--- config.mk ---
export PLATFORM = sky130hd
export DESIGN_NAME = sse_cell
export DESIGN_NICKNAME = d
export VERILOG_FILES = /design/src/rtl/sse_pkg.sv /design/src/rtl/sse_cell.sv
export SDC_FILE = /design/constraint.sdc
export NUM_CORES = 1
export LEC_CHECK = 0
export BUFFER_PORTS_ARGS = -buffer_cell sky130_fd_sc_hd__buf_2
export CAP_MARGIN = 20
export CORE_ASPECT_RATIO = 1.5
export CORE_MARGIN = 2
export CORE_UTILIZATION = 35
export DETAILED_ROUTE_END_ITERATION = 10
export GPL_ROUTABILITY_DRIVEN = 0
export PLACE_DENSITY = 0.68
export SLEW_MARGIN = 10
export SYNTH_ARGS = -nofsm -noshare
export SYNTH_HDL_FRONTEND = slang
export SYNTH_SLANG_ARGS = --single-unit
--- constraint.sdc ---
create_clock -name clock -period 9.1 [get_ports clock]
set_input_delay 1.365 -clock clock [delete_from_list [all_inputs] [get_ports clock]]
set_output_delay 1.365 -clock clock [all_outputs]
set_load 0.1 [all_outputs]
--- src/rtl/sse_pkg.sv ---
package sse_pkg;

   localparam int DEPTH_DEFAULT = 64;
   localparam int DATA_W        = 32;

   // What one cell shows its neighbors.
   typedef struct packed {
      logic                     occ;
      logic                     gt;
      logic signed [DATA_W-1:0] val;
   } cell_link_type;

   // Row-wide command from the controller.
   typedef struct packed {
      logic insert;
      logic shift;
   } cell_cmd_type;

   typedef enum logic [1:0] {
      ST_LOAD = 2'b01,
      ST_EMIT = 2'b10
   } ctrl_state_type;

endpackage

--- src/rtl/sse_cell.sv ---
module sse_cell
   import sse_pkg::*;
(
   input  logic                     clock,
   input  logic                     reset,
   input  cell_cmd_type             cmd,
   input  logic signed [DATA_W-1:0] new_val,
   input  cell_link_type            left,
   input  cell_link_type            right,
   output cell_link_type            self_link
);

   logic signed [DATA_W-1:0] val_ff, val_in;
   logic                     occ_ff, occ_in;
   logic                     gt;

   assign gt = occ_ff && (val_ff > new_val);

   always_comb begin
      val_in = val_ff;
      occ_in = occ_ff;
      if (cmd.insert) begin
         // Larger neighbor on the left moves in; otherwise take the new value here
         // if this is the first slot past the smaller-or-equal run.
         if (left.gt) begin
            val_in = left.val;
            occ_in = 1'b1;
         end else if (left.occ && (!occ_ff || gt)) begin
            val_in = new_val;
            occ_in = 1'b1;
         end
      end else if (cmd.shift) begin
         val_in = right.val;
         occ_in = right.occ;
      end
   end

   always_ff @(posedge clock) begin
      val_ff <= val_in;
      if (reset) begin
         occ_ff <= 1'b0;
      end else begin
         occ_ff <= occ_in;
      end
   end

   assign self_link = '{occ: occ_ff, gt: gt, val: val_ff};

endmodule

Word-level counts from Yosys, hierarchy flattened:

Cells that the tools add are included.
Widths: inputs -> output; s select.

* ROM bits: 0
* bits in writable memories: 0
* register bits after elaboration: 33
* output and inout bits: 34
* memories: 0
* latch bits: 0

* reduce and logical (&&, ||, !) cells: 6
* divide/modulo/power cells: 0
* eq/ne operators: 1
* add/sub/neg operators: 0
* bitwise gates (word level): 0
* $lt $le $gt $ge: 1
* muxes and demuxes: 8
* $mul: 0
* shift-type cells: 0

Operators with widths (number)
* $mux 32: 4
* $gt 32x32->1: 1
* $mux 1: 4
* $ne 3x1->1 const B: 1
* $logic_and 1x1->1: 2
* $reduce_and 2->1: 1
* $reduce_bool 2->1: 1
* $logic_not 1->1: 1
* $logic_or 1x1->1: 1

Logic depth before layout (Yosys ltp):

* depth after elaboration: 7
* depth in mapped cells: 9
* depth with buffers taken out: 8

Least setup slack after synthesis:

Ideal clock, no wire load.

* path type: in2reg
* from: input port new_val[31]
* to: register val_ff[0], enable pin
* cell stages on the path: 8
* arrival: 4164 ps
* setup slack: 4504 ps
* cell sequence: inv_1 > ha_1 > nand4_1 > nor4_2 > a211o_1 > o31a_1 > o21ai_2 > a21oi_1

* word-level cells in the longest chain between the ends: 6

RTL lines
* from (decl): RTL line sse_cell.sv:7 `input logic signed [DATA_W-1:0] new_val,`
* $gt 32x32->1: RTL line sse_cell.sv:17 `assign gt = occ_ff && (val_ff > new_val);`
* $logic_and 1x1->1: RTL line sse_cell.sv:17
* $logic_or 1x1->1: RTL line sse_cell.sv:28 `end else if (left.occ && (!occ_ff || gt)) begin`
* $logic_and 1x1->1: RTL line sse_cell.sv:28
* $ne 3x1->1 (no line)
* $reduce_and 2->1 (no line)
* to (signal assigned): RTL line sse_cell.sv:39 `val_ff <= val_in;`
* to (decl): RTL line sse_cell.sv:13 `logic signed [DATA_W-1:0] val_ff, val_in;`

No other way between the ends.
A chain may end at the register's enable or synchronous reset.

==> metrics.md <==
| Metric | Value |
|---|---|
| Largest net degree at the start of global routing | 68 |
| CP Class | in -> out |
| Insertion delay to the later sink of the worst-skew pair | 0.28 ns |
| CTS H-tree depth | 2 |
| Die footprint | 7890 µm² |
| Clock Tree Buf Depth | 2 |
| Sink Count | 33 |
| Number of synthesized flops with an enable pin | 32 |
| Routed len/inst | 13.3 µm |
| Status | finished, final reports clean |
| Leading area contributor after synthesis | edfxtp_1 |
| Top-count cell post-synth | a21oi_1 |
| Core area | 6900 µm² |
| CTS Root Cell | clkbuf_8 |
| Max-slew violations | 0 |
| ANT cells | 0 |
| Worst Path Max Fanout | 5 |
| Routed wl met2 | 3.54 mm |
| Sequential area share after synthesis | 39.0% |
| Drt pass-1 iters | 4 |
| Library cells used by synthesis | 33 |
| Area of the mapped netlist | 2510 µm² |
| Post-synth top area share | 38.2% |
| Synth Register Bits | 33 |
| Routed WL | 6.31 mm |
| CTS Buf Count | 5 |
| Vias in the first global route | 2278 |
| Worst VDD drop | 0.0717 mV |
| Maximum Capacitance Violations | 0 |
| PwrDens | 160 nW/µm² |
| Layout net count | 532 |
| CTS tree | yes |
| Ys flop type | edfxtp_1 |
| Reg clk slew, reported paths | 0.06 ns |
| DRT iter0 DRCs | 79 |
| Met3 Wirelength | 305 µm |
| DIE HEIGHT | 108 µm |
| Synthesis Warnings | 0 |
| Total congestion overflow | 0 |
| Syn_area_per_cell | 9.56 µm² |
| CP Launch Type | input pin |
| Synth cell count leaders | a21oi_1 (42), nor2_1 (36), inv_1 (33) |
| Worst Setup End Kind | output port |
| Post-cts hold buffer count | 0 |
| Cells after Synth | 263 |
| Core Rows | 37 |
| Period Utilization, post-route | 52.7% |
| Tightest Pin Transition | 0.598 ns |
| Async S/R FF share, synth | 0% |
| Max Used Layer | met4 |
| Layout cell share with drive strength beyond 1 | 37.0% |
| Antenna Nets Post-Route | 0 |
| Fill count | 678 |
| RR Startpoint | val_ff[31] |
| Detail Placement HPWL | 5.09 mm |
| Top cells by area, synth | edfxtp_1 (38%), ha_1 (16%), mux2i_1 (13%) |
| CP required | 7.74 ns |
| Hold depth | 2 |
| RR Endpoint | val_ff[19] |
| Setup Fix Bufs, Post-CTS | 0 |
| FF+latch area | 981 µm² |
| TNS Setup | 0 ns |
| Multi-input logic area | 1360 µm² |
| Endpoint, Worst Hold | occ_ff |
| Min-Delay Startpoint | occ_ff |
| R2R depth | 8 |
| Finish-stage setup viols | 0 |
| DRC | 0 |
| Final min period | 4.80 ns |
| WP data arrival | 3.43 ns |
| Min-delay worst type | reg -> reg |
| Initial antenna violation count | 0 |
| # port buffers | 136 |
| Layout Skew | 0.00579 ns |
| Via/cell ratio | 4.97 |
| Total GRT Usage | 15.9% |
| Final hold vios | 0 |
| Ports | 138 |
| FF-to-FF setup slack | 6.23 ns |
| Relative slew slack | 60.0% |
| Peak Freq | 209 MHz |
| Synthesis-to-finish area growth | 34.7% |
| Met1 Routed Length | 2.39 mm |
| Starting density of the core | 36.4% |
| Post-cts sizing count | 0 |
| Leakage | 0.00174 µW |
| Post-synth net total | 399 |
| Final hold slack | 0.518 ns |
| RSZ-0062 raised after global routing | false |
| Total number of vias | 2360 |
| Die X | 73.2 µm |
| First-pass GRT wire length | 9.76 mm |
## cell type report
| class | count | area share, % |
|---|---|---|
| inverter | 33 | 3.66 |
| sequential | 33 | 29.0 |
| clock buffer | 8 | 2.37 |
| tap | 78 | 2.88 |
| timing repair buffer | 139 | 22.0 |
| multi-input combinational | 184 | 40.2 |
## critical path, cell delays in order
cell	delay (ns)
buf_2	0.10
inv_1	0.04
ha_1	0.35
nand4_1	0.23
nor4_2	0.44
a211o_1	0.15
o31a_1	0.14
o21ai_2	0.09
nor2_1	0.09
buf_2	0.43
## layout by cell type, fill, tap and decap left out, drive strengths merged
cell type and instances:
a21boi 1, a31oi 1, buf 139, nand2b 1, edfxtp 32, nor3 2
a221o 1, dfxtp 1, o21ai 3, nor2 36, clkbuf 8, mux2i 32
nor4 1, nand2 4, a221oi 1, nor2b 1, and4 1, a21o 3
a21oi 42, o21a 2, o22ai 1, inv 33, a211oi 3, o31a 1
nand4 7, a211o 1, o211ai 3, ha 32, nand3 3, nor3b 1
## flip-flops by register name, indices dropped and copies added (netlist names)
| name | cells |
|---|---|
| occ_ff | 1 |
| val_ff | 32 |
## routing by layer
layer / track usage, % / vias up
met4: 5.03 / 0
met5: 0 / -
met3: 2.43 / 8
li1: - / 1224
met1: 17.3 / 1052
met2: 30.3 / 76
## cell families after synthesis
logic type | after synthesis | synth area share [%]
flip-flops | 33 | 39.0
AO/OA/AOI/OAI | 63 | 14.6
adder cells (fa/ha/maj) | 32 | 15.9
AND/OR/NAND/NOR | 57 | 10.4
multiplexers | 32 | 12.7
buffers and inverters | 46 | 7.32
## worst max-delay path by stage
| stage | start | endpoint | slack (ns) | depth (start not counted) |
|---|---|---|---|---|
| 2_1_floorplan | new_val[31] | val_ff[0] | 4.50 | 8 |
| 3_3_place_gp | new_val[31] | self_link[32] | 4.33 | 10 |
| 3_5_place_dp | new_val[31] | self_link[32] | 4.30 | 10 |
| 4_1_cts | new_val[31] | self_link[32] | 4.29 | 10 |
| 5_1_grt | new_val[31] | self_link[32] | 4.17 | 10 |
| 6_report | new_val[31] | self_link[32] | 4.30 | 10 |
## per-stage QoR
step | area [µm²] | power, µW | setup WS [ns] | util [%] | instances
2_1_floorplan | 2510 | 379 | 4.50 | - | 263
3_5_place_dp | 3250 | 436 | 4.30 | 47.1 | 465
4_1_cts | 3330 | 544 | 4.29 | 48.3 | 473
6_report | 3390 | 540 | 4.30 | 49.1 | 475
3_3_place_gp | 3250 | 432 | 4.33 | 47.1 | 465
5_1_grt | 3390 | 570 | 4.17 | 49.1 | 475
## power breakdown
group          internal (µW)  leakage (µW)  switching (µW)
registers                187      0.000322            7.64
clock network           54.3     0.0000395            51.6
logic                   63.9       0.00138             176
Note: power is estimated with default switching activity, not from simulation.
