===== src/rtl/sse_pkg.sv =====
package sse_pkg;

   localparam int DEPTH_DEFAULT = 64;
   localparam int DATA_W        = 32;

   // What one cell shows its neighbors.
   typedef struct packed {
      logic                     occ;
      logic                     gt;
      logic signed [DATA_W-1:0] val;
   } cell_link_type;

   // Row-wide command from the controller.
   typedef struct packed {
      logic insert;
      logic shift;
   } cell_cmd_type;

   typedef enum logic [1:0] {
      ST_LOAD = 2'b01,
      ST_EMIT = 2'b10
   } ctrl_state_type;

endpackage


===== src/rtl/sse_ctrl.sv =====
module sse_ctrl
   import sse_pkg::*;
#(
   parameter int DEPTH = DEPTH_DEFAULT
) (
   input  logic         clock,
   input  logic         reset,
   input  logic         req_valid,
   input  logic         req_last,
   output logic         req_stall,
   output logic         rsp_valid,
   input  logic         rsp_stall,
   output logic         rsp_sorted_last,
   output logic         rsp_overflow,
   output cell_cmd_type cmd
);

   localparam int CW = $clog2(DEPTH + 1);

   ctrl_state_type state_ff, state_in;
   logic [CW-1:0]  count_ff, count_in;
   logic           ovf_ff, ovf_in;
   logic           in_beat, out_beat, full;

   assign full      = (count_ff == CW'(DEPTH));
   assign req_stall = (state_ff != ST_LOAD);
   assign rsp_valid = (state_ff == ST_EMIT);
   assign in_beat   = req_valid && !req_stall;
   assign out_beat  = rsp_valid && !rsp_stall;

   assign rsp_sorted_last = (count_ff == CW'(1));
   assign rsp_overflow    = ovf_ff;

   assign cmd.insert = in_beat && !full;
   assign cmd.shift  = out_beat;

   always_comb begin
      state_in = state_ff;
      count_in = count_ff;
      ovf_in   = ovf_ff;
      case (state_ff)
         ST_LOAD: begin
            if (in_beat) begin
               if (full) begin
                  ovf_in = 1'b1;
               end else begin
                  count_in = count_ff + CW'(1);
               end
               if (req_last) begin
                  state_in = ST_EMIT;
               end
            end
         end
         ST_EMIT: begin
            if (out_beat) begin
               count_in = count_ff - CW'(1);
               if (rsp_sorted_last) begin
                  state_in = ST_LOAD;
                  ovf_in   = 1'b0;
               end
            end
         end
         default: begin
            state_in = ST_LOAD;
            count_in = '0;
            ovf_in   = 1'b0;
         end
      endcase
   end

   always_ff @(posedge clock) begin
      if (reset) begin
         state_ff <= ST_LOAD;
         count_ff <= '0;
         ovf_ff   <= 1'b0;
      end else begin
         state_ff <= state_in;
         count_ff <= count_in;
         ovf_ff   <= ovf_in;
      end
   end

   a_cmd_excl: assert property (@(posedge clock) disable iff (reset)
      !(cmd.insert && cmd.shift))
      else $error("insert and shift in the same cycle");

   a_count_cap: assert property (@(posedge clock) disable iff (reset)
      count_ff <= CW'(DEPTH))
      else $error("fill count above capacity");

   a_emit_nonempty: assert property (@(posedge clock) disable iff (reset)
      (state_ff == ST_EMIT) |-> (count_ff != '0))
      else $error("emitting from an empty row");

   a_batch_done: assert property (@(posedge clock) disable iff (reset)
      (out_beat && rsp_sorted_last) |=> (count_ff == '0 && !ovf_ff && !rsp_valid))
      else $error("batch state not cleared after last beat");

   a_overflow_only_full: assert property (@(posedge clock) disable iff (reset)
      (!$past(ovf_ff) && ovf_ff) |-> (count_ff == CW'(DEPTH)))
      else $error("overflow set with room in the row");

endmodule


===== config.mk =====
export PLATFORM = sky130hd
export DESIGN_NAME = sse_ctrl
export DESIGN_NICKNAME = d
export VERILOG_FILES = /design/src/rtl/sse_pkg.sv /design/src/rtl/sse_ctrl.sv
export SDC_FILE = /design/constraint.sdc
export NUM_CORES = 1
export LEC_CHECK = 0
export ABC_AREA = 1
export BUFFER_PORTS_ARGS = -buffer_cell sky130_fd_sc_hd__buf_2
export CORE_MARGIN = 3
export CORE_UTILIZATION = 32
export DETAILED_ROUTE_END_ITERATION = 8
export PLACE_DENSITY_LB_ADDON = 0.15
export SYNTH_ARGS = -nofsm -noshare
export SYNTH_HDL_FRONTEND = slang
export SYNTH_SLANG_ARGS = --single-unit

===== constraint.sdc =====
create_clock -name clock -period 2.35 [get_ports clock]
set_clock_uncertainty 0.1 [all_clocks]
set_input_delay 0.235 -clock clock [delete_from_list [all_inputs] [get_ports clock]]
set_output_delay 0.235 -clock clock [all_outputs]
set_load 0.05 [all_outputs]

### Yosys cells after proc, flatten, opt, wreduce, memory -nomap -nowiden

Cells that the tools add are included.

| operators by class | value |
|---|---|
| add/sub/neg operators | 2 |
| multiplexer cells | 14 |
| equal/unequal tests | 11 |
| reduce and logical (&&, ||, !) cells | 9 |

Operator list:

| kind | count |
|---|---|
| $mux 7 | 3 |
| $pmux 7 s2 | 1 |
| $mux 2 | 4 |
| $ne 2x2->1 const B | 4 |
| $reduce_and 4->1 | 2 |
| $add 7x1->7 const B | 1 |
| $eq 7x1->1 const B | 1 |
| $eq 7x7->1 const B | 1 |
| $sub 7x1->7 const B | 1 |
| $ne 2x1->1 const B | 3 |
| $mux 1 | 4 |
| $pmux 2 s2 | 1 |
| $logic_and 1x1->1 | 3 |
| $logic_not 1->1 | 3 |
| $reduce_and 3->1 | 1 |
| $eq 2x1->1 const B | 1 |
| $eq 2x2->1 const B | 1 |
| $pmux 1 s2 | 1 |

| storage, ports and cells | value |
|---|---|
| output and inout port bits | 6 |
| register bits | 10 |
| word-level logic and storage cells | 39 |
| input port bits | 5 |

### Depth between registers and ports, before layout

| depth | value |
|---|---|
| word-level depth | 5 |
| mapped depth | 10 |
| gate-level depth less buffers | 9 |

### Least setup slack after synthesis

Ideal clock, no wire load.

| timing path | value |
|---|---|
| path kind | reg-to-output |
| start | register state_ff[0] |
| end | output port cmd[0] (netlist name) |
| data required time | 2.015 ns |
| arrival | 1.457 ns |
| cell stages (with the launch flop) | 7 |
| path slack | 0.558 ns |
| path buffers | 2 |
| cells stage by stage | dfxtp_1 -> inv_1 -> ha_1 -> buf_2 -> inv_1 -> nor2_1 -> buf_4 |

| on the way | value |
|---|---|
| word-level cells in the longest chain between the ends | 2 |

RTL lines:

| item | RTL line | RTL |
|---|---|---|
| start, declared | sse_ctrl.sv:20 | `ctrl_state_type state_ff, state_in;` |
| start signal, assigned | sse_ctrl.sv:77 | `state_ff <= state_in;` |
| $eq 2x2->1 | sse_ctrl.sv:27 | `assign rsp_valid = (state_ff == ST_EMIT);` |
| via rsp_valid | sse_ctrl.sv:11 | `output logic rsp_valid,` |
| $logic_and 1x1->1 | sse_ctrl.sv:29 | `assign out_beat = rsp_valid && !rsp_stall;` |
| end, declared | sse_ctrl.sv:15 | `output cell_cmd_type cmd` |

The timed path passes the listed nets, and every way through them passes these cells.

==> flow_summary_export.csv <==
group,metric,value,unit
drt,route.detailed.wl_per_inst,12.3,µm
grt,pin_count_of_the_biggest_net_entering_global_routing,12,
timing,grt_setup_unrepaired,"no",
drt,drt.antenna.violating_nets,0,
grt,grt_pass1_wl,3.62,mm
cts,post-cts-setup-buffer-count,0,
cts,cts_max_path_buffers,2,
logic_synthesis,seq_area_frac_synth,23.2,%
logic_synthesis,mappedNetlistArea,862,µm²
floorplan,die_width,57.9,µm
logic_synthesis,synth.area.top_cells,"dfxtp_1 (23%), nand2_1 (16%), nand3_1 (9.3%), ha_1 (8.7%), a21oi_1 (8.1%)",
status,outcome,"finished clean",
grt,global_route.usage.total,14.3,%
drt,drt-pass1-iter-count,4,
worst_setup_path,timing.reg2reg.worst_path_depth,9,
worst_setup_path,cp-end-kind,"output port",
final_layout,ratio_of_cells_with_drive_above_1_in_the_final_layout,17.2,%
floorplan,core-area,2520,µm²
min_path,hp-class,"in2reg",
drt,via_per_inst,5.15,
cts,cts_num_sinks,10,
logic_synthesis,syn_area_per_cell,6.34,µm²
final_layout,fillers,298,
power_and_ir_drop,power_leakage,0.448,nW
floorplan,floorplan.initialDensity,34.2,%
worst_setup_path,cp-startpoint,"count_ff[0]$_SDFFE_PP0P_",
logic_synthesis,synth_cell_types,22,
drt,totalWireLength,2.16,mm
timing,final.min_clock_period,2.00,ns
timing,timing.final.setup_violations,0,
cts,postCtsHoldBufs,0,
cts,clock_tree.htree_level_count,1,
logic_synthesis,yosys.area.top_type,"dfxtp_1",
cts,cts_root_buf,"clkbuf_4",
timing,finalMaxSlewViolations,0,
timing,timing.fmax,0.500,GHz
worst_setup_path,path_max_fanout,7,
placed_design,dp_hpwl,1.64,mm
worst_setup_path,worstPathRequired,2.02,ns
final_layout,antenna_cells,0,
grt,first_global_vias,792,
logic_synthesis,synthCells,136,
worst_setup_path,regToRegEndpoint,"count_ff[5]$_SDFFE_PP0P_",
logic_synthesis,synth_seq_cells,10,
floorplan,die_h,57.9,µm
worst_setup_path,critical_r2r_launch,"count_ff[0]$_SDFFE_PP0P_",
cts,numCtsBuffers,3,
placed_design,place.port_buffers,10,
floorplan,floorplan.io_pins,11,
drt,drt_first_iter_violations,38,
power_and_ir_drop,worst_ir_drop_vdd,574,µV
timing,hold_viol_final,0,
floorplan,floorplan.die_area,3350,µm²
grt,grt_overflow_total,0,
worst_setup_path,cp_startpoint_kind,"register",
logic_synthesis,synthesis.yosys.warnings,0,
cts,cts_tree,"built",
logic_synthesis,synth_nets,147,
timing,final.hold.worst_slack,0.165,ns
final_layout,num-nets-final,158,
drt,detailroute.via_count,901,
grt,grt_antenna_before_repair,0,
worst_setup_path,critical_path_arrival,1.66,ns
cts,post_cts_resize_count,0,
timing,least_margin_pin_slew,0.421,ns
final_layout,syn2layout_area_growth,9.14,%
timing,maxSlewHeadroom,71.9,%
worst_setup_path,reg2reg_slack,0.70,ns
worst_setup_path,timing.setup.critical_path_class,"reg2out",
flow_run,drv.max_cap_violation_count,0,
timing,fin_tns_setup,0,ns
cts,worstSkewPairLatency,0.27,ns
timing,final_min_period_over_clock_period,85.1,%
floorplan,std_cell_rows,18,
drt,drc,0,
worst_setup_path,capturing_element_of_the_worst_setup_path,"cmd[1]",
cts,cts.reportedPaths.clkPinSlew,0.07,ns
power_and_ir_drop,pwr_density_cell,908,nW/µm²
logic_synthesis,synth_top_area_share,23.2,%
placed_design,routability_congestion_estimate_from_global_placement,0.807,
==> logic make-up after synthesis <==
group,Yosys count,synth area share (%)
DFF,10,23.2
buffers and inverters,22,12.5
and+or+nand+nor,76,41.5
AOI/OAI and AO/OA,22,14.1
adders and majority gates,6,8.71
==> cells in the mapped netlist <==
cell,count
nand3_1,16
nand4_1,5
inv_2,2
inv_1,14
a21oi_4,1
nor2_1,12
buf_2,1
dfxtp_1,10
buf_6,2
buf_4,1
clkinv_4,1
a21oi_1,14
nand2_2,1
nand2_4,1
or2_2,1
nand2_1,36
nor2_8,1
nor2_2,2
o21ai_0,7
buf_1,1
nand3_2,1
ha_1,6
==> layer usage <==
layer / global-route usage [%] / vias to the layer above / wire [µm]
met4: 7.95 / 0 / 38
met5: 0 / - / 0
met3: 2.23 / 6 / 113
met1: 19.1 / 414 / 1080
li1: - / 456 / -
met2: 21.8 / 25 / 929
==> per-stage QoR <==
| step | cell area, µm² | utilization [%] | setup WS [ns] | std cells | total power [mW] |
|---|---|---|---|---|---|
| floorplan | 862 | - | 0.558 | 136 | 0.637 |
| global placement | 918 | 36.4 | 0.640 | 172 | 0.738 |
| detailed placement | 918 | 36.4 | 0.643 | 172 | 0.741 |
| CTS | 941 | 37.3 | 0.337 | 175 | 0.866 |
| global route | 941 | 37.3 | 0.151 | 175 | 0.929 |
| finish | 941 | 37.3 | 0.350 | 175 | 0.855 |
==> how the worst min path moves through the flow <==
stage                                            to                       from  cells after the start  slack [ns]
after CTS                  count_ff[1]$_SDFFE_PP0P_                      reset                      2        0.17
after detailed placement  rsp_overflow$_SDFFE_PP0P_  rsp_overflow$_SDFFE_PP0P_                      2        0.38
final                      count_ff[1]$_SDFFE_PP0P_                      reset                      2        0.17
after floorplan            state_ff[1]$_SDFFE_PP0P_                   req_last                      2        0.31
after global routing       count_ff[1]$_SDFFE_PP0P_                      reset                      2        0.18
after global placement     state_ff[1]$_SDFFE_PP0P_   state_ff[1]$_SDFFE_PP0P_                      2        0.37
==> final cells by class <==
class                      count  area, µm²  share of cell area [%]
timing repair buffer          11       57.6                    6.12
inverter                      17       68.8                    7.31
sequential                    10        200                    21.3
tap                           30       37.5                    3.99
clock buffer                   3       22.5                    2.39
multi-input combinational    104        554                    58.9
==> worst max-delay path, stage by stage (launching register included) <==
cell     delay (ns)
dfxtp_1        0.46
inv_1          0.14
ha_1           0.22
nand2_1        0.06
inv_1          0.05
nand2_1        0.09
nand3_1        0.07
inv_1          0.05
buf_2          0.25
==> power by group <==
part / internal (mW) / switching, mW
sequential: 0.197 / 0.0361
clock: 0.0593 / 0.0641
combinational: 0.158 / 0.340
==> sequential cells by signal (all words and copies together), names as in the netlist <==
name and cells:
rsp_overflow 1, count_ff 7, state_ff 2
==> cells in the final DEF, fill, tap and decap left out, drive strengths merged <==
master	Yosys	routed
nand4	5	5
nor2	15	15
clkinv	1	1
inv	16	16
or2	1	1
ha	6	6
dfxtp	10	10
nand2	38	38
nand3	17	17
o21ai	7	7
a21oi	15	15
clkbuf	0	3
buf	5	11
(Power assumes the default switching activity.)
